### config.mk
export PLATFORM = sky130hd
export DESIGN_NAME = array_pool_linked_list
export DESIGN_NICKNAME = d
export VERILOG_FILES = /design/src/rtl/apll_pkg.sv /design/src/rtl/apll_ram.sv /design/src/rtl/array_pool_linked_list.sv
export SDC_FILE = /design/constraint.sdc
export NUM_CORES = 2
export LEC_CHECK = 0
export BUFFER_PORTS_ARGS = -buffer_cell sky130_fd_sc_hd__buf_2
export CAP_MARGIN = 20
export CELL_PAD_IN_SITES_DETAIL_PLACEMENT = 2
export CELL_PAD_IN_SITES_GLOBAL_PLACEMENT = 2
export CORE_MARGIN = 2
export CORE_UTILIZATION = 44
export CTS_BUF_LIST = sky130_fd_sc_hd__clkbuf_4
export DETAILED_ROUTE_END_ITERATION = 16
export PLACE_DENSITY_LB_ADDON = 0.15
export SYNTH_ARGS = -nofsm -noshare
export SYNTH_HDL_FRONTEND = slang
export SYNTH_SLANG_ARGS = --single-unit
### constraint.sdc
create_clock -name clk -period 4.3 [get_ports clk]
set_clock_uncertainty 0.2 [all_clocks]
set_input_delay 0.43 -clock clk [delete_from_list [all_inputs] [get_ports clk]]
set_output_delay 0.43 -clock clk [all_outputs]
set_load 0.005 [all_outputs]
### src/rtl/apll_pkg.sv
// ----------------------------------------------------------------------------
// apll_pkg
// Shared constants for the pooled linked list: pool size, link encoding,
// request codes and result status codes.
// ----------------------------------------------------------------------------
package apll_pkg;

    localparam int POOL_SIZE = 64;
    localparam int IDX_W     = $clog2(POOL_SIZE);
    localparam int LINK_W    = 7;
    localparam int DATA_W    = 32;
    localparam int POS_W     = 8;
    localparam int FUNC_W    = 2;
    localparam int STATUS_W  = 3;

    localparam logic [LINK_W-1:0] NULL_LINK = 7'd127;

    localparam logic [FUNC_W-1:0] FN_FRONT = 2'd0;
    localparam logic [FUNC_W-1:0] FN_END   = 2'd1;
    localparam logic [FUNC_W-1:0] FN_POS   = 2'd2;
    localparam logic [FUNC_W-1:0] FN_READ  = 2'd3;

    localparam logic [STATUS_W-1:0] ST_OK       = 3'd0;
    localparam logic [STATUS_W-1:0] ST_FULL     = 3'd1;
    localparam logic [STATUS_W-1:0] ST_BADPOS   = 3'd2;
    localparam logic [STATUS_W-1:0] ST_APPENDED = 3'd3;
    localparam logic [STATUS_W-1:0] ST_ELEMENT  = 3'd4;
    localparam logic [STATUS_W-1:0] ST_EMPTY    = 3'd5;

endpackage

### src/rtl/apll_ram.sv
// ----------------------------------------------------------------------------
// apll_ram
// Generic single write port, single read port RAM with registered read data.
// ----------------------------------------------------------------------------
module apll_ram #(
    parameter int WIDTH = 32,
    parameter int DEPTH = 64
) (
    input  logic                     clk,
    input  logic                     we,
    input  logic [$clog2(DEPTH)-1:0] waddr,
    input  logic [WIDTH-1:0]         wdata,
    input  logic [$clog2(DEPTH)-1:0] raddr,
    output logic [WIDTH-1:0]         rdata
);

    logic [WIDTH-1:0] mem [DEPTH];
    logic [WIDTH-1:0] rdata_reg;

    always_ff @(posedge clk)
    begin
        if (we)
        begin
            mem[waddr] <= wdata;
        end
        rdata_reg <= mem[raddr];
    end

    assign rdata = rdata_reg;

endmodule

### src/rtl/array_pool_linked_list.sv
// ----------------------------------------------------------------------------
// array_pool_linked_list
// Singly linked list in a fixed node pool, nodes taken in order and never
// freed. Inserts at front, end or position, and reads out the whole list.
//
// channel   dir  tdata                          tuser        tlast
// s_*       in   [31:0] value, [39:32] position [1:0] func   -
// m_*       out  [31:0] element                 [2:0] status last
//
// insert at front and error results pass through S_EMIT to the output register
// insert at end or position: walks the links in S_WALK, then S_SPLICE (mid-list) and S_EMIT
// read-out: one element per cycle while m_tready allows, one link memory read per element
// pointer walk is bound by the registered read of the link memory
// no clearing pass after reset; s_tready is low while an item is at work
// m_tvalid/m_tdata hold under m_tready low; the read-out walk pauses meanwhile
// ----------------------------------------------------------------------------
module array_pool_linked_list (
    input  logic        clk,
    input  logic        rst_n,
    input  logic        s_tvalid,
    output logic        s_tready,
    input  logic [39:0] s_tdata,   // value [31:0], position [39:32]
    input  logic [1:0]  s_tuser,   // func [1:0]
    output logic        m_tvalid,
    input  logic        m_tready,
    output logic [31:0] m_tdata,   // element [31:0]
    output logic [2:0]  m_tuser,   // status [2:0]
    output logic        m_tlast
);

    localparam logic [1:0] S_IDLE   = 2'd0;
    localparam logic [1:0] S_WALK   = 2'd1;
    localparam logic [1:0] S_SPLICE = 2'd2;
    localparam logic [1:0] S_EMIT   = 2'd3;

    localparam logic [1:0] MODE_READ = 2'd0;
    localparam logic [1:0] MODE_TAIL = 2'd1;
    localparam logic [1:0] MODE_POS  = 2'd2;

    logic [1:0]                          state_reg, state_next;
    logic [1:0]                          mode_reg, mode_next;
    logic [apll_pkg::LINK_W-1:0]         cur_reg, cur_next;
    logic [apll_pkg::LINK_W-1:0]         new_reg, new_next;
    logic [apll_pkg::LINK_W-1:0]         head_reg, head_next;
    logic [apll_pkg::LINK_W-1:0]         fill_reg, fill_next;
    logic [apll_pkg::LINK_W-1:0]         nx_reg, nx_next;
    logic [apll_pkg::POS_W-1:0]          steps_reg, steps_next;
    logic [apll_pkg::STATUS_W-1:0]       res_reg, res_next;

    logic                                m_tvalid_reg;
    logic [apll_pkg::DATA_W-1:0]         m_tdata_reg;
    logic [apll_pkg::STATUS_W-1:0]       m_tuser_reg;
    logic                                m_tlast_reg;

    logic                                out_free;
    logic                                out_load;
    logic [apll_pkg::STATUS_W-1:0]       out_status;
    logic [apll_pkg::DATA_W-1:0]         out_elem;
    logic                                out_last;

    logic                                lw_en;
    logic [apll_pkg::IDX_W-1:0]          lw_addr;
    logic [apll_pkg::LINK_W-1:0]         lw_data;
    logic                                dw_en;
    logic [apll_pkg::LINK_W-1:0]         link_rd;
    logic [apll_pkg::DATA_W-1:0]         data_rd;
    logic [apll_pkg::LINK_W-1:0]         nx;

    logic [apll_pkg::FUNC_W-1:0]         in_func;
    logic [apll_pkg::DATA_W-1:0]         in_value;
    logic [apll_pkg::POS_W-1:0]          in_pos;
    logic                                pool_full;
    logic                                head_null;
    logic                                is_front;
    logic                                is_badpos;

    assign in_func  = s_tuser;
    assign in_value = s_tdata[31:0];
    assign in_pos   = s_tdata[39:32];

    assign s_tready  = (state_reg == S_IDLE);
    assign out_free  = !m_tvalid_reg || m_tready;
    assign pool_full = (fill_reg >= apll_pkg::LINK_W'(apll_pkg::POOL_SIZE));
    assign head_null = (head_reg == apll_pkg::NULL_LINK);
    assign is_front  = (in_func == apll_pkg::FN_FRONT)
                    || ((in_func == apll_pkg::FN_POS) && (in_pos == 8'd1));
    assign is_badpos = (in_func == apll_pkg::FN_POS) && (in_pos == 8'd0);

    // links outside the pool read as null
    assign nx = (link_rd >= apll_pkg::LINK_W'(apll_pkg::POOL_SIZE))
              ? apll_pkg::NULL_LINK : link_rd;

    apll_ram #(
        .WIDTH (apll_pkg::DATA_W),
        .DEPTH (apll_pkg::POOL_SIZE)
    ) u_data_ram (
        .clk   (clk),
        .we    (dw_en),
        .waddr (fill_reg[apll_pkg::IDX_W-1:0]),
        .wdata (in_value),
        .raddr (cur_next[apll_pkg::IDX_W-1:0]),
        .rdata (data_rd)
    );

    apll_ram #(
        .WIDTH (apll_pkg::LINK_W),
        .DEPTH (apll_pkg::POOL_SIZE)
    ) u_link_ram (
        .clk   (clk),
        .we    (lw_en),
        .waddr (lw_addr),
        .wdata (lw_data),
        .raddr (cur_next[apll_pkg::IDX_W-1:0]),
        .rdata (link_rd)
    );

    always_comb
    begin
        state_next = state_reg;
        mode_next  = mode_reg;
        cur_next   = cur_reg;
        new_next   = new_reg;
        head_next  = head_reg;
        fill_next  = fill_reg;
        nx_next    = nx_reg;
        steps_next = steps_reg;
        res_next   = res_reg;
        lw_en      = 1'b0;
        lw_addr    = new_reg[apll_pkg::IDX_W-1:0];
        lw_data    = apll_pkg::NULL_LINK;
        dw_en      = 1'b0;
        out_load   = 1'b0;
        out_status = res_reg;
        out_elem   = '0;
        out_last   = 1'b1;

        unique case (state_reg)
            S_IDLE:
            begin
                if (s_tvalid)
                begin
                    if (in_func == apll_pkg::FN_READ)
                    begin
                        if (head_null)
                        begin
                            res_next   = apll_pkg::ST_EMPTY;
                            state_next = S_EMIT;
                        end
                        else
                        begin
                            cur_next   = head_reg;
                            mode_next  = MODE_READ;
                            state_next = S_WALK;
                        end
                    end
                    else
                    begin
                        priority if (is_badpos)
                        begin
                            res_next   = apll_pkg::ST_BADPOS;
                            state_next = S_EMIT;
                        end
                        else if (pool_full)
                        begin
                            res_next   = apll_pkg::ST_FULL;
                            state_next = S_EMIT;
                        end
                        else
                        begin
                            // take the next pool node
                            dw_en     = 1'b1;
                            lw_en     = 1'b1;
                            lw_addr   = fill_reg[apll_pkg::IDX_W-1:0];
                            lw_data   = is_front ? head_reg : apll_pkg::NULL_LINK;
                            fill_next = fill_reg + 7'd1;
                            new_next  = fill_reg;
                            if (is_front)
                            begin
                                head_next  = fill_reg;
                                res_next   = apll_pkg::ST_OK;
                                state_next = S_EMIT;
                            end
                            else if (head_null)
                            begin
                                head_next  = fill_reg;
                                res_next   = (in_func == apll_pkg::FN_POS)
                                           ? apll_pkg::ST_APPENDED : apll_pkg::ST_OK;
                                state_next = S_EMIT;
                            end
                            else
                            begin
                                cur_next   = head_reg;
                                mode_next  = (in_func == apll_pkg::FN_END)
                                           ? MODE_TAIL : MODE_POS;
                                steps_next = in_pos - 8'd2;
                                state_next = S_WALK;
                            end
                        end
                    end
                end
            end

            S_WALK:
            begin
                unique case (mode_reg)
                    MODE_READ:
                    begin
                        if (out_free)
                        begin
                            out_load   = 1'b1;
                            out_status = apll_pkg::ST_ELEMENT;
                            out_elem   = data_rd;
                            out_last   = (nx == apll_pkg::NULL_LINK);
                            if (nx == apll_pkg::NULL_LINK)
                            begin
                                state_next = S_IDLE;
                            end
                            else
                            begin
                                cur_next = nx;
                            end
                        end
                    end
                    MODE_TAIL:
                    begin
                        if (nx == apll_pkg::NULL_LINK)
                        begin
                            lw_en      = 1'b1;
                            lw_addr    = cur_reg[apll_pkg::IDX_W-1:0];
                            lw_data    = new_reg;
                            res_next   = apll_pkg::ST_OK;
                            state_next = S_EMIT;
                        end
                        else
                        begin
                            cur_next = nx;
                        end
                    end
                    MODE_POS:
                    begin
                        if (steps_reg == 8'd0)
                        begin
                            // splice after cur, new node takes over its link
                            lw_en      = 1'b1;
                            lw_addr    = cur_reg[apll_pkg::IDX_W-1:0];
                            lw_data    = new_reg;
                            nx_next    = nx;
                            state_next = S_SPLICE;
                        end
                        else if (nx == apll_pkg::NULL_LINK)
                        begin
                            // ran off the list: append after the tail
                            lw_en      = 1'b1;
                            lw_addr    = cur_reg[apll_pkg::IDX_W-1:0];
                            lw_data    = new_reg;
                            res_next   = apll_pkg::ST_APPENDED;
                            state_next = S_EMIT;
                        end
                        else
                        begin
                            cur_next   = nx;
                            steps_next = steps_reg - 8'd1;
                        end
                    end
                    default:
                    begin
                        state_next = S_IDLE;
                    end
                endcase
            end

            S_SPLICE:
            begin
                lw_en      = 1'b1;
                lw_addr    = new_reg[apll_pkg::IDX_W-1:0];
                lw_data    = nx_reg;
                res_next   = apll_pkg::ST_OK;
                state_next = S_EMIT;
            end

            S_EMIT:
            begin
                if (out_free)
                begin
                    out_load   = 1'b1;
                    out_status = res_reg;
                    state_next = S_IDLE;
                end
            end

            default:
            begin
                state_next = S_IDLE;
            end
        endcase
    end

    always_ff @(posedge clk or negedge rst_n)
    begin
        if (!rst_n)
        begin
            state_reg    <= S_IDLE;
            mode_reg     <= MODE_READ;
            cur_reg      <= apll_pkg::NULL_LINK;
            head_reg     <= apll_pkg::NULL_LINK;
            fill_reg     <= '0;
            m_tvalid_reg <= 1'b0;
        end
        else
        begin
            state_reg <= state_next;
            mode_reg  <= mode_next;
            cur_reg   <= cur_next;
            head_reg  <= head_next;
            fill_reg  <= fill_next;
            if (out_load)
            begin
                m_tvalid_reg <= 1'b1;
            end
            else if (m_tready)
            begin
                m_tvalid_reg <= 1'b0;
            end
        end
    end

    // payload, no reset
    always_ff @(posedge clk)
    begin
        new_reg   <= new_next;
        nx_reg    <= nx_next;
        steps_reg <= steps_next;
        res_reg   <= res_next;
        if (out_load)
        begin
            m_tdata_reg <= out_elem;
            m_tuser_reg <= out_status;
            m_tlast_reg <= out_last;
        end
    end

    assign m_tvalid = m_tvalid_reg;
    assign m_tdata  = m_tdata_reg;
    assign m_tuser  = m_tuser_reg;
    assign m_tlast  = m_tlast_reg;

endmodule
==> impl_metrics.toml <==
[status]
status = "finished with violations"
failed_checks = "setup timing"

[finish]
instances_no_fill = 11700
regArea_mm2 = 0.07821
largest_reg_flops = 2048
nets = 8213
multiInputGateArea_mm2 = 0.02272
top_register = "u_data_ram.mem"
top_regs = "u_data_ram.mem x2048, u_link_ram.mem x448"
area_growth_pct = 21.19
fillers = 20790
drive_above_1_share = 0.2440

[cts]
cts.clk_slew.worst_paths_ns = 0.07
htreeDepth = 6
cts_tree = "built"
cts_buffers = 701
clock_path_buffers = 4
cts-root-buf = "clkbuf_4"
clk_latency_ns = 1.53
cts.sinks = 2621

[route]
drt-vias-per-instance = 6.209
detail_route.iter0.violations = 7783
avgRoutedWirePerCell_um = 36.39
totalWireLength_um = 425800
firstDrtPassIters = 6
ant_nets = 0
vias = 72650
drc = 0

[yosys]
ys_ff_latch = 2621
synth_compound_area_frac = 0.05443
synth_top_area_share = 0.7532
yosys_warnings = 0
synthesis.area_mm2 = 0.1019
synth_common_cells = "2557 x edfxtp_1, 1813 x nand2_1, 421 x nand3_1, 373 x mux2i_1, 363 x a32oi_1"
synthXorXnorAreaFrac = 0.001375
synth_edf_count = 2557
ys.flop_type = "edfxtp_1"
async_flop_share = 0.009538
netlist_instances = 6982
ys_top_cells_by_area = "edfxtp_1 75%, nand2_1 6.7%, mux2i_1 3.7%"
synth_top_family_by_area = "simple AND/OR/NAND/NOR gates"
yosysSeqAreaShare = 0.7672
avgSynthCellArea_um2 = 14.60
yosysMostFrequentCell = "edfxtp_1"
synthDistinctLibCells = 73
synth.net_count = 7040
synth_top_area_cell = "edfxtp_1"
synth-simple-area-share = 0.1169
yosys-mux-area-fraction = 0.03784
synthAdderAreaFrac = 0.001473

[global_routing]
grt_pass1_vias = 79850
grt_max_degree = 68
grt-ovfl-total = 0
grt_pass1_wl_um = 596500
grt_usage = 0.3538
antenna_found_initial = 20

[flow_run]
maxCapViolations = 0

[min_path]
hold_end = "u_data_ram.mem[58][0]"
holdCritPathClass = "input port to flop"
whs_path_depth = 2
hp-start = "s_tdata[0]"

[floorplanning]
initial_core_util = 0.4430
core.rowCount = 176
core_area_mm2 = 0.2301
die-area_mm2 = 0.2356
io_pins = 84
die_h_um = 485.3
die_w_um = 485.3

[timing]
worst_pin_slew_ns = 1.221
setup_slack_ns = -0.05153
max_freq_mhz = 229.8
fin_crit_ns = 4.352
slew-limit-headroom = 0.1860
grt_setup_unrepaired = "yes"
hold_viol_final = 0
setup_viol = 3
slew_viol_final = 0
tns_ns = -0.07861
period_share = 1.012

[placed_design]
place_inst = 10320
numPortBuffers = 83
hpwl_um = 235400
dp_slack_ns = -0.7350
gp_congestion = 0.8440

[setup_path]
rrSetupSlack_ns = -0.05
timing.rr.end = "u_link_ram.rdata[6]"
endpoint_kind = "flop"
crit_arrival_ns = 5.45
crit_type = "flop to flop"
worstSetupStartpointType = "flop"
r2r-start = "steps_reg[6]"
cpMaxStageDelayCell = "or4_4"
cp-startpoint = "steps_reg[6]"
required_ns = 5.40
max_stage_delay_ns = 0.61
reg2reg_depth = 16
cp_common_cell = "buf_12"
cp_cell_sequence = "or4_4 > or2_1 > and3_1 > o311a_4 > nor2_4 > buf_12 > buf_12 > inv_8 > buf_12 > buf_4 > nand2_1 > a32oi_1 > and3_1 > a31oi_2 > buf_4 > nand4_1"
path_max_fanout = 53
crit_family = "simple AND/OR/NAND/NOR gates"
path_buf_inv = 6

[power_and_ir_drop]
peakVddDrop_v = 0.0006972
p_leak_nw = 43.51
power.density_mw_per_mm2 = 777.5
==> stage by stage <==
step / cell area, µm² / power, W / util / hold slack, ns
after floorplan: 101900 / 0.04942 / - / -0.06559
after global placement: 111900 / 0.06729 / 0.4864 / 0.2846
after detailed placement: 112000 / 0.06912 / 0.4865 / 0.2940
after CTS: 122800 / 0.09441 / 0.5335 / 0.03096
after global routing: 123500 / 0.09905 / 0.5369 / 0.08802
final: 123500 / 0.09606 / 0.5369 / 0.1679
==> power by group <==
part	leakage, nW	internal [W]	total (W)	switching (W)
Sequential	23.6	0.0300	0.0305	0.000484
Clock	5.23	0.0115	0.0233	0.0118
Combinational	14.7	0.0148	0.0423	0.0275
==> placed cells by master (no fill, tap or decap), drive strengths merged, types with 13 or more instances in the layout <==
master / Yosys / final
nand2: 1814 / 1814
clkinv: 0 / 123
edfxtp: 2557 / 2557
mux2i: 373 / 373
clkinvlp: 0 / 13
a21oi: 26 / 26
dfstp: 13 / 13
a32oi: 363 / 363
and3: 97 / 97
nand3: 421 / 421
buf: 267 / 787
and4: 21 / 21
inv: 23 / 37
o2111ai: 20 / 20
and2: 34 / 34
nor2: 175 / 175
dlygate4sd3: 0 / 109
clkbuf: 171 / 1058
dfxtp: 39 / 39
o21ai: 36 / 36
a31oi: 211 / 211
nand4: 146 / 146
==> routing by layer <==
| layer | GRT usage | up-vias | part of all wire |
|---|---|---|---|
| li1 | - | 29270 | - |
| met1 | 0.4319 | 38350 | 0.37 |
| met2 | 0.6040 | 3929 | 0.50 |
| met3 | 0.06754 | 1085 | 0.074 |
| met4 | 0.1714 | 16 | 0.053 |
| met5 | 0 | - | 0.00027 |
==> how the worst max path moves through the flow <==
stage | slack (ns) | endpoint | depth (start not counted)
detailed placement | -0.73 | u_data_ram.rdata[10] | 15
floorplan | 0.1 | u_data_ram.mem[45][0] | 11
CTS | 0.008 | u_link_ram.rdata[3] | 18
global placement | -0.61 | u_data_ram.rdata[10] | 15
finish | -0.05 | u_link_ram.rdata[6] | 16
global route | -0.06 | u_data_ram.rdata[2] | 16
==> final cells by class <==
type | count | share of cell area
inverters | 23 | 0.0007596
well taps | 3026 | 0.03065
diodes | 12 | 0.0002431
clock buffers | 1055 | 0.06411
flip-flops and latches | 2621 | 0.6330
clock inverters | 156 | 0.006785
repair buffers | 908 | 0.08051
multi-input cells | 3900 | 0.1839
==> kinds of logic (layout without fill, tap and decap cells) <==
| logic type | Yosys count | after routing |
|---|---|---|
| AO/OA/AOI/OAI | 721 | 721 |
| XOR/XNOR | 16 | 16 |
| adder cells (fa/ha/maj) | 12 | 12 |
| buffers and inverters | 461 | 2142 |
| flip-flops | 2621 | 2621 |
| multiplexers | 384 | 384 |
| other | 0 | 12 |
| AND/OR/NAND/NOR | 2767 | 2767 |
==> timing repair <==
action	CTS	global route
setup endpoints to repair	45	193
pin swaps	3	6
buffers inserted	13	7
hold endpoints to repair	2130	222
gates cloned	11	2
hold buffers	107	8
gates resized for setup	65	61
No activity file was read; power rests on OpenSTA's default activity.
